===== src/rtl/core/bclru_pkg.sv =====
package bclru_pkg;

    localparam int BLOCK_BITS_DEF = 16;
    localparam int ENTRIES_DEF    = 16;

    localparam int OFFSET_W  = 48;
    localparam int VERSION_W = 31;
    localparam int END_W     = 49;
    localparam int SLOT_W    = 4;
    localparam int LEN_W     = 17;
    localparam int STAMP_W   = 64;

    typedef struct packed {
        logic [OFFSET_W-1:0]  byte_offset;
        logic [VERSION_W-1:0] object_version;
        logic [END_W-1:0]     object_end;
    } req_t;

    typedef struct packed {
        logic                hit;
        logic                fetch_needed;
        logic                no_data;
        logic [SLOT_W-1:0]   slot_index;
        logic [OFFSET_W-1:0] block_base;
        logic [LEN_W-1:0]    block_length;
    } rsp_t;

    // controller -> datapath
    typedef struct packed {
        logic capture;
        logic lookup;
        logic scan_issue;
        logic commit;
    } cmd_t;

    // datapath -> controller
    typedef struct packed {
        logic need_scan;
        logic scan_last;
        logic out_free;
    } status_t;

    typedef enum logic [4:0] {
        ST_IDLE   = 5'b00001,
        ST_LOOKUP = 5'b00010,
        ST_SCAN   = 5'b00100,
        ST_DRAIN  = 5'b01000,
        ST_COMMIT = 5'b10000
    } state_t;

endpackage


===== src/rtl/core/block_cache_lru_lookup_unit.sv =====
// Block cache lookup, fully associative, least-recently-used replacement.
// Request channel: req_valid / req_stall carry one beat per block request
// (byte offset, version, object end). Response channel: rsp_valid /
// rsp_stall carry one beat per request, in order.
// A request beat is captured in IDLE, looked up in LOOKUP and its response is
// registered in COMMIT. A request that hits, finds a free entry or lies at or
// past the object end goes straight from LOOKUP to COMMIT; a miss with every
// entry in use first walks the stamp memory one entry per cycle in SCAN to find
// the oldest, then passes DRAIN. One request is handled at a time: the next
// beat is taken in the commit cycle of the previous one.
// Reset clears all entry valid bits and the stamp counter at once, with no
// sweep; the first request can follow immediately.
// When the receiver stalls, the response beat holds in its register and the
// block finishes the next lookup, then waits in commit until the slot frees.
module block_cache_lru_lookup_unit #(
    parameter int BLOCK_BITS = bclru_pkg::BLOCK_BITS_DEF,
    parameter int ENTRIES    = bclru_pkg::ENTRIES_DEF
) (
    input  logic            clk,
    input  logic            rst_n,
    input  logic            req_valid,
    output logic            req_stall,
    input  bclru_pkg::req_t req,
    output logic            rsp_valid,
    input  logic            rsp_stall,
    output bclru_pkg::rsp_t rsp
);
    import bclru_pkg::*;

    cmd_t    cmd;
    status_t status;

    bclru_ctrl u_ctrl (
        .clk       (clk),
        .rst_n     (rst_n),
        .req_valid (req_valid),
        .req_stall (req_stall),
        .status    (status),
        .cmd       (cmd)
    );

    bclru_datapath #(
        .BLOCK_BITS (BLOCK_BITS),
        .ENTRIES    (ENTRIES)
    ) u_datapath (
        .clk       (clk),
        .rst_n     (rst_n),
        .req       (req),
        .cmd       (cmd),
        .rsp_stall (rsp_stall),
        .status    (status),
        .rsp_valid (rsp_valid),
        .rsp       (rsp)
    );

endmodule


===== src/rtl/core/bclru_ctrl.sv =====
module bclru_ctrl (
    input  logic              clk,
    input  logic              rst_n,
    input  logic              req_valid,
    output logic              req_stall,
    input  bclru_pkg::status_t status,
    output bclru_pkg::cmd_t    cmd
);
    import bclru_pkg::*;

    state_t state_reg;
    state_t state_next;

    always_comb
    begin
        state_next     = state_reg;
        req_stall      = 1'b1;
        cmd            = '0;
        case (state_reg)
            ST_IDLE:
            begin
                req_stall = 1'b0;
                if (req_valid)
                begin
                    cmd.capture = 1'b1;
                    state_next  = ST_LOOKUP;
                end
            end
            ST_LOOKUP:
            begin
                cmd.lookup = 1'b1;
                state_next = status.need_scan ? ST_SCAN : ST_COMMIT;
            end
            ST_SCAN:
            begin
                cmd.scan_issue = 1'b1;
                if (status.scan_last)
                begin
                    state_next = ST_DRAIN;
                end
            end
            ST_DRAIN:
            begin
                // last stamp read lands this cycle
                state_next = ST_COMMIT;
            end
            ST_COMMIT:
            begin
                if (status.out_free)
                begin
                    cmd.commit  = 1'b1;
                    req_stall   = 1'b0;
                    cmd.capture = req_valid;
                    state_next  = req_valid ? ST_LOOKUP : ST_IDLE;
                end
            end
            default:
            begin
                state_next = ST_IDLE;
            end
        endcase
    end

    always_ff @(posedge clk or negedge rst_n)
    begin
        if (!rst_n)
        begin
            state_reg <= ST_IDLE;
        end
        else
        begin
            state_reg <= state_next;
        end
    end

endmodule


===== src/rtl/core/bclru_datapath.sv =====
module bclru_datapath #(
    parameter int BLOCK_BITS = bclru_pkg::BLOCK_BITS_DEF,
    parameter int ENTRIES    = bclru_pkg::ENTRIES_DEF
) (
    input  logic               clk,
    input  logic               rst_n,
    input  bclru_pkg::req_t    req,
    input  bclru_pkg::cmd_t    cmd,
    input  logic               rsp_stall,
    output bclru_pkg::status_t status,
    output logic               rsp_valid,
    output bclru_pkg::rsp_t    rsp
);
    import bclru_pkg::*;

    localparam int IDX_W = $clog2(ENTRIES);
    localparam int TAG_W = OFFSET_W - BLOCK_BITS;
    localparam logic [END_W-1:0] BLK_SIZE = END_W'(64'd1 << BLOCK_BITS);
    localparam logic [IDX_W-1:0] LAST_IDX = IDX_W'(ENTRIES - 1);

    // request
    logic [OFFSET_W-1:0]  base_reg;
    logic [VERSION_W-1:0] ver_reg;
    logic [END_W-1:0]     end_reg;

    // table: tags and versions as compare lanes, stamps and lengths in memories
    logic [ENTRIES-1:0]   valid_reg;
    logic [TAG_W-1:0]     tag_reg [ENTRIES];
    logic [VERSION_W-1:0] ver_arr_reg [ENTRIES];
    logic [STAMP_W-1:0]   stamp_mem [ENTRIES];
    logic [LEN_W-1:0]     length_mem [ENTRIES];
    logic [STAMP_W-1:0]   stamp_cnt_reg;

    // lookup results
    logic             hit_reg;
    logic [IDX_W-1:0] hit_idx_reg;
    logic             inv_reg;
    logic [IDX_W-1:0] inv_idx_reg;
    logic             nodata_reg;
    logic [LEN_W-1:0] len_fill_reg;
    logic [LEN_W-1:0] len_rd_reg;

    // LRU scan
    logic [IDX_W-1:0]   scan_cnt_reg;
    logic               rd_valid_reg;
    logic [IDX_W-1:0]   rd_idx_reg;
    logic [STAMP_W-1:0] stamp_rd_reg;
    logic [STAMP_W-1:0] best_reg;
    logic [IDX_W-1:0]   victim_reg;

    logic             rsp_valid_reg;
    rsp_t             rsp_reg;

    logic             hit_c;
    logic [IDX_W-1:0] hit_idx_c;
    logic             inv_c;
    logic [IDX_W-1:0] inv_idx_c;
    logic             nodata_c;
    logic [END_W-1:0] diff_c;
    logic [END_W-1:0] clamp_c;
    logic [TAG_W-1:0] tag_c;
    logic [IDX_W-1:0] slot_sel;
    logic             do_fill;
    logic             do_touch;

    assign tag_c = base_reg[OFFSET_W-1:BLOCK_BITS];

    // first matching entry and first free entry
    always_comb
    begin
        hit_c     = 1'b0;
        hit_idx_c = '0;
        inv_c     = 1'b0;
        inv_idx_c = '0;
        for (int i = 0; i < ENTRIES; i++)
        begin
            if (!hit_c && valid_reg[i] && tag_reg[i] == tag_c && ver_arr_reg[i] == ver_reg)
            begin
                hit_c     = 1'b1;
                hit_idx_c = IDX_W'(i);
            end
            if (!inv_c && !valid_reg[i])
            begin
                inv_c     = 1'b1;
                inv_idx_c = IDX_W'(i);
            end
        end
    end

    assign nodata_c = end_reg <= END_W'(base_reg);
    assign diff_c   = end_reg - END_W'(base_reg);
    assign clamp_c  = (diff_c > BLK_SIZE) ? BLK_SIZE : diff_c;

    assign slot_sel = hit_reg ? hit_idx_reg : (inv_reg ? inv_idx_reg : victim_reg);
    assign do_fill  = !hit_reg && !nodata_reg;
    assign do_touch = hit_reg || do_fill;

    assign status.need_scan = !hit_c && !inv_c && !nodata_c;
    assign status.scan_last = scan_cnt_reg == LAST_IDX;
    assign status.out_free  = !rsp_valid_reg || !rsp_stall;

    assign rsp_valid = rsp_valid_reg;
    assign rsp       = rsp_reg;

    // payload registers
    always_ff @(posedge clk)
    begin
        if (cmd.capture)
        begin
            base_reg <= {req.byte_offset[OFFSET_W-1:BLOCK_BITS], BLOCK_BITS'(0)};
            ver_reg  <= req.object_version;
            end_reg  <= req.object_end;
        end
        if (cmd.lookup)
        begin
            hit_reg      <= hit_c;
            hit_idx_reg  <= hit_idx_c;
            inv_reg      <= inv_c;
            inv_idx_reg  <= inv_idx_c;
            nodata_reg   <= nodata_c;
            len_fill_reg <= LEN_W'(clamp_c);
            len_rd_reg   <= length_mem[hit_idx_c];
            scan_cnt_reg <= '0;
        end
        else if (cmd.scan_issue)
        begin
            scan_cnt_reg <= scan_cnt_reg + 1'b1;
        end
        if (cmd.scan_issue)
        begin
            stamp_rd_reg <= stamp_mem[scan_cnt_reg];
            rd_idx_reg   <= scan_cnt_reg;
        end
        // best starts at the counter: only stamps below it qualify
        if (cmd.lookup)
        begin
            best_reg   <= stamp_cnt_reg;
            victim_reg <= '0;
        end
        else if (rd_valid_reg && stamp_rd_reg < best_reg)
        begin
            best_reg   <= stamp_rd_reg;
            victim_reg <= rd_idx_reg;
        end
        if (cmd.commit)
        begin
            if (do_touch)
            begin
                stamp_mem[slot_sel] <= stamp_cnt_reg;
            end
            if (do_fill)
            begin
                length_mem[slot_sel]  <= len_fill_reg;
                tag_reg[slot_sel]     <= tag_c;
                ver_arr_reg[slot_sel] <= ver_reg;
            end
            rsp_reg.hit          <= hit_reg;
            rsp_reg.fetch_needed <= do_fill;
            rsp_reg.no_data      <= !do_touch;
            rsp_reg.slot_index   <= do_touch ? SLOT_W'(slot_sel) : '0;
            rsp_reg.block_base   <= base_reg;
            rsp_reg.block_length <= hit_reg ? len_rd_reg : (do_fill ? len_fill_reg : '0);
        end
    end

    // control registers
    always_ff @(posedge clk or negedge rst_n)
    begin
        if (!rst_n)
        begin
            valid_reg     <= '0;
            stamp_cnt_reg <= '0;
            rd_valid_reg  <= 1'b0;
            rsp_valid_reg <= 1'b0;
        end
        else
        begin
            rd_valid_reg <= cmd.scan_issue;
            if (cmd.commit)
            begin
                rsp_valid_reg <= 1'b1;
                if (do_touch)
                begin
                    stamp_cnt_reg <= stamp_cnt_reg + 1'b1;
                end
                if (do_fill)
                begin
                    valid_reg[slot_sel] <= 1'b1;
                end
            end
            else if (!rsp_stall)
            begin
                rsp_valid_reg <= 1'b0;
            end
        end
    end

endmodule

===== config.mk =====
export PLATFORM = sky130hd
export DESIGN_NAME = block_cache_lru_lookup_unit
export DESIGN_NICKNAME = d
export VERILOG_FILES = /design/src/rtl/core/bclru_pkg.sv /design/src/rtl/core/block_cache_lru_lookup_unit.sv /design/src/rtl/core/bclru_ctrl.sv /design/src/rtl/core/bclru_datapath.sv
export SDC_FILE = /design/constraint.sdc
export NUM_CORES = 2
export LEC_CHECK = 0
export BUFFER_PORTS_ARGS = -buffer_cell sky130_fd_sc_hd__buf_4
export CAP_MARGIN = 0
export CORE_MARGIN = 5
export CORE_UTILIZATION = 53
export DETAILED_ROUTE_END_ITERATION = 10
export PLACE_DENSITY = 0.78
export SYNTH_ARGS = -nofsm -noshare
export SYNTH_HDL_FRONTEND = slang
export SYNTH_SLANG_ARGS = --single-unit

===== constraint.sdc =====
create_clock -name clk -period 8.7 [get_ports clk]
set_clock_uncertainty 0.1 [all_clocks]
set_input_delay 2.61 -clock clk [delete_from_list [all_inputs] [get_ports clk]]
set_output_delay 2.61 -clock clk [all_outputs]
set_load 0.005 [all_outputs]

# Word-level counts from Yosys, hierarchy flattened
# Memory sizes are Yosys's and may differ from the RTL's. A register that Yosys moved wholly into a read port is not among the register bits.
# Index checks and enable logic that the tools add are counted.
[word_totals] register_bits=359 in_bits=132 ram_bits=2304 mem_count=4
[classes] reduce_logical=128 bitwise=1 muxes=92 n_lt_le_gt_ge=5 n_addsub=3 n_eq_ne=42
[memory_table] name="u_datapath.stamp_mem" depth=16 width=64 rd=1 rd_ports_with_merged_regs=1 wr=1 line="bclru_datapath.sv:30" text="logic [STAMP_W-1:0] stamp_mem [ENTRIES];"
[memory_table] name="u_datapath.tag_reg" depth=16 width=32 rd=16 rd_ports_with_merged_regs=0 wr=1 line="bclru_datapath.sv:28" text="logic [TAG_W-1:0] tag_reg [ENTRIES];"
[memory_table] name="u_datapath.ver_arr_reg" depth=16 width=31 rd=16 rd_ports_with_merged_regs=0 wr=1 line="bclru_datapath.sv:29" text="logic [VERSION_W-1:0] ver_arr_reg [ENTRIES];"
[memory_table] name="u_datapath.length_mem" depth=16 width=17 rd=1 rd_ports_with_merged_regs=1 wr=1 line="bclru_datapath.sv:31" text="logic [LEN_W-1:0] length_mem [ENTRIES];"
[ops] op="32-bit == test" n=16
[ops] op="31-bit == test" n=16
[ops] op="64-bit two-way mux" n=2
[ops] op="1-bit logical AND" n=67
[ops] op="64-bit by 1-bit adder with 64-bit output, second input constant" n=1
[ops] op="64-bit less-than comparator" n=1
[ops] op="4-bit two-way mux" n=16
[ops] op="1-bit logical NOT" n=52
[ops] op="1-bit two-way mux" n=51
[ops] op="49-bit by 17-bit greater-than comparator with 1-bit output, second input constant" n=1
[ops] op="49-bit by 48-bit <= comparator with 1-bit output" n=1
[ops] op="49-bit by 48-bit subtractor with 49-bit output" n=1
[ops] op="17-bit two-way mux" n=2
[ops] op="5-bit one-hot mux with 5 select lines" n=1
[ops] op="3-bit two-way mux" n=8
[ops] op="5-bit two-way mux" n=4
[ops] op="16-bit OR" n=1
[ops] op="2-bit two-way mux" n=5
[ops] op="8-bit OR reduction" n=1
[ops] op="2-bit inequality test, second input constant" n=3
[ops] op="5-bit by 1-bit == test with 1-bit output, second input constant" n=1
[ops] op="5-bit by 2-bit == test with 1-bit output, second input constant" n=1
[ops] op="5-bit by 3-bit == test with 1-bit output, second input constant" n=1
[ops] op="5-bit by 4-bit == test with 1-bit output, second input constant" n=1
[ops] op="14 further kinds" n=17

# Longest topological paths before layout
# An unclocked memory read counts as a cell.
[logic_depth] ltp_word=85 ltp_mapped=18 ltp_nobuf=15

# Hierarchy
# A second synthesis with hierarchy kept.
[hier_totals] cells_unflattened=7122 hier_area_um2=116027.5
[modules_own_cells] mod="bclru_datapath" cells_each=7085 instances=1 area_each_um2=115693.5
[modules_own_cells] mod="bclru_ctrl" cells_each=37 instances=1 area_each_um2=334.1

# Worst setup path after synthesis
# OpenSTA, ideal clock, no wires.
[synth_timing] kind="flip-flop to flip-flop" from="register u_ctrl.state_reg[4]" to="register u_datapath.scan_cnt_reg[3]" period_less_slack_ps=8891 stages_incl_launch_ff=6 arrival_time_ps=8595 setup_ps=196 path_buffers=1 slack_ps=-191 cell_sequence="dfrtp_1 > buf_2 > nor4_1 > nand4_1 > xor2_1 > nor2_1"
[synth_rtl] element="start, declared" line="bclru_ctrl.sv:11" text="state_t state_reg;"
[synth_rtl] element="start signal, assigned" line="bclru_ctrl.sv:72" text="state_reg <= state_next;"
[synth_rtl] element="end signal, assigned" line="bclru_datapath.sv:127" text="scan_cnt_reg <= scan_cnt_reg + 1'b1;"
[synth_rtl] element="end, declared" line="bclru_datapath.sv:44" text="logic [IDX_W-1:0] scan_cnt_reg;"

# Worst setup path in the final report
[layout_timing] from="input rsp_stall" to="output req_stall"
[layout_via] elab_chain_len=4
[layout_rtl] element="start, declared" line="block_cache_lru_lookup_unit.sv:25" text="input logic rsp_stall,"
[layout_rtl] element="1-bit logical NOT" line="bclru_datapath.sv:100" text="assign status.out_free = !rsp_valid_reg || !rsp_stall;"
[layout_rtl] element="1-bit logical OR" line="bclru_datapath.sv:100"
[layout_rtl] element="1-bit two-way mux" line="bclru_ctrl.sv:49" text="if (status.out_free)"
[layout_rtl] element="1-bit one-hot mux with 2 select lines" line="bclru_ctrl.sv:19" text="case (state_reg)"
[layout_rtl] element="end, declared" line="block_cache_lru_lookup_unit.sv:22" text="output logic req_stall,"
# No other way between the ends.

==> run_results.csv <==
group,metric,value,unit
timing,timing_worst_slew_pin_value,1.247,ns
layout,nFillCells,15420,
place,portBuffers,173,
logic_synthesis,synth-simple-area-share,10.67,%
timing,slew_headroom,15.97,%
run_status,status,"completed",
critical_path,critPathKind,"in2out",
pwr,leakagePower,44.42,nW
logic_synthesis,synth.distinct_cells,101,
pwr,power_density,242.1,nW/um^2
clock_tree,cts_buffers,294,
logic_synthesis,synth_edf_count,2649,
critical_path,crit_required,5.99,ns
global_routing,grt_pass1_wl,483000,um
layout,layout-drive-gt1-share,15.79,%
timing,max_freq,164.6,MHz
critical_path,cp-end-kind,"output port",
logic_synthesis,synth-adder-area-share,1.058,%
global_routing,grt_use_total,29.09,%
logic_synthesis,synth_top_family_by_area,"simple AND/OR/NAND/NOR gates",
global_routing,antenna_found_initial,19,
route,drt_iter0_markers,9826,
route,vias_per_cell,6.570,
route,wire_per_inst,31.92,um
global_routing,overflow,0,
place,hpwl,202600,um
die,dieArea,229400,sq um
pwr,ir_drop,0.2064,mV
route,ant_nets,0,
route,wirelength,338500,um
timing,finalWorstSetupSlack,2.626,ns
clock_tree,clk_latency,0.95,ns
die,start_util,53.16,%
layout,area_growth,12.53,%
route,dr_wl_met3,40300,um
logic_synthesis,synth_area,116600,sq um
critical_path,r2r-start,"u_datapath.base_reg[39]",
die,die_w,479.0,um
timing,grt_setup_unrepaired,"false",
timing,post-route-period-util,69.81,%
route,wl_met1,125100,um
logic_synthesis,synthMuxAreaShare,8.025,%
clock_tree,cts_tree,"done",
logic_synthesis,ys_warn_count,0,
layout,largest_reg_flops,1024,
route,num_vias,69680,
clock_tree,htree_num_levels,5,
layout,fin_util,59.82,%
critical_path,critPathArrivalTime,3.36,ns
logic_synthesis,ys_seq_area_share,70.24,%
clock_tree,cts-resized-gates,0,
timing,fin_setup_tns,0,ns
die,fp.dieH,479.0,um
die,row_count,172,
logic_synthesis,synth_compound_area_share,2.320,%
logic_synthesis,async_flop_share,3.171,%
critical_path,r2r_slack,2.69,ns
critical_path,critical_path.startpoint,"rsp_stall",
timing,finalMaxSlewViolations,0,
worst_hold_path,holdCritPathClass,"reg2reg",
logic_synthesis,synth_xor_area_share,5.778,%
clock_tree,cts_root_buffer,"clkbuf_16",
route,wl_met2,153400,um
place,gp_congestion,0.9795,
die,io_pins,206,
logic_synthesis,synthFlopType,"edfxtp_1",
logic_synthesis,avgSynthCellArea,16.38,sq um
global_routing,grt_max_degree,158,
layout,stdcell_area,131200,sq um
timing,setup_violations,0,
clock_tree,clk_pin_slew,0.06,ns
place,dp_slack,1.966,ns
clock_tree,postCtsSetupBuffers,0,
route,top_layer,"met5",
place,placed_area,122100,sq um
run,maxCapViolations,0,
logic_synthesis,postSynthCellCount,7117,
critical_path,cp_max_fo,6,
worst_hold_path,min_from,"u_datapath.rd_idx_reg[1]",
timing,min_period,6.074,ns
clock_tree,cts_hold_buf,0,
clock_tree,cts_sinks,2744,
clock_tree,clk_path_buf_depth,4,
critical_path,startpoint_type,"input port",
global_routing,grt_pass1_vias,69090,
layout,final_nets,7742,
die,core,219300,sq um
logic_synthesis,synth-seq-cells,2744,
route,dr.pass1.iters,7,
route,drc_errors,0,
timing,hold_viol,0,
==> cell type report <==
| class | count | area (sq um) | share of cell area [%] |
|---|---|---|---|
| diodes | 11 | 27.53 | 0.02098 |
| clock buffers | 379 | 7915 | 6.034 |
| clock inverters | 129 | 1142 | 0.8708 |
| inverters | 175 | 660.6 | 0.5036 |
| multi-input cells | 3928 | 32830 | 25.03 |
| flip-flops and latches | 2744 | 81900 | 62.43 |
| well taps | 2871 | 3592 | 2.738 |
| repair buffers | 369 | 3108 | 2.369 |
==> worst max-delay path: stages <==
cell and delay, ns:
buf_4 0.11, nand2_1 0.18, nand2_1 0.10, nand2_1 0.13
nand2_1 0.08, buf_4 0.15
==> cells in the final DEF, fill, tap and decap left out, types with 109 or more instances in the layout <==
cell type and instances:
xnor2_1 677, nand4_1 486, nand2_1 386, clkbuf_16 301
inv_1 172, buf_4 342, nand2b_1 583, nor4_1 166
mux4_2 362, mux2i_1 109, nor2_1 142, edfxtp_1 2649
nand3_1 115
==> logic make-up (layout without fill, tap and decap cells) <==
logic type,Yosys count,after routing
xor+xnor,769,769
flops,2744,2744
compound gates,367,367
simple gates,2197,2197
mux,481,481
fa+ha+maj,98,98
buf+inv,460,1052
other cells,1,27
==> worst paths after layout <==
| kind | cells past startpoint | end |
|---|---|---|
| max | 6 | req_stall |
| max in group asynchronous | 2 | u_datapath.valid_reg[11] |
| max reg2reg | 13 | u_datapath.len_rd_reg[9] |
| min | 2 | u_datapath.victim_reg[1] |
| min reg2reg | 2 | u_datapath.victim_reg[1] |
| min in group asynchronous | 1 | u_datapath.stamp_cnt_reg[38] |
==> where the power goes <==
group / internal (mW) / leakage, nW / switching (mW)
combinational: 1.28 / 12.8 / 3.12
sequential: 15.0 / 27.3 / 0.345
clock: 6.97 / 4.41 / 5.01
==> metal layers <==
layer,up-vias,track usage (%)
li1,28470,-
met1,35230,39.62
met2,5036,44.45
met3,930,7.040
met4,10,14.26
met5,-,0
==> cells in the mapped netlist, types with 59 or more instances <==
cell	n	area, sq um
xor2_1	92	805.8
mux2i_1	110	1101
nand2_1	387	1453
nand3_1	115	575.6
inv_1	173	649.4
edfxtp_1	2649	79550
buf_2	96	480.5
nand2b_1	583	3647
dfrtp_1	86	2152
nor4_1	167	1045
o2111ai_1	79	691.9
nand4_1	486	3040
buf_4	62	465.5
xnor2_1	677	5929
nor2b_1	59	369.1
clkbuf_1	78	292.8
ha_1	97	1214
nor2_1	175	656.9
mux4_2	362	8153
==> per-stage QoR <==
| stage | hold WS (ns) | std cells | power (mW) |
|---|---|---|---|
| CTS | 0.3728 | 10600 | 31.73 |
| floorplan | 0.3277 | 7132 | 17.94 |
| finish | 0.3744 | 10610 | 31.76 |
| global route | 0.3867 | 10600 | 32.62 |
| detailed placement | 0.3527 | 10090 | 19.88 |
| global placement | 0.3432 | 10090 | 19.80 |
(Power assumes the default switching activity.)
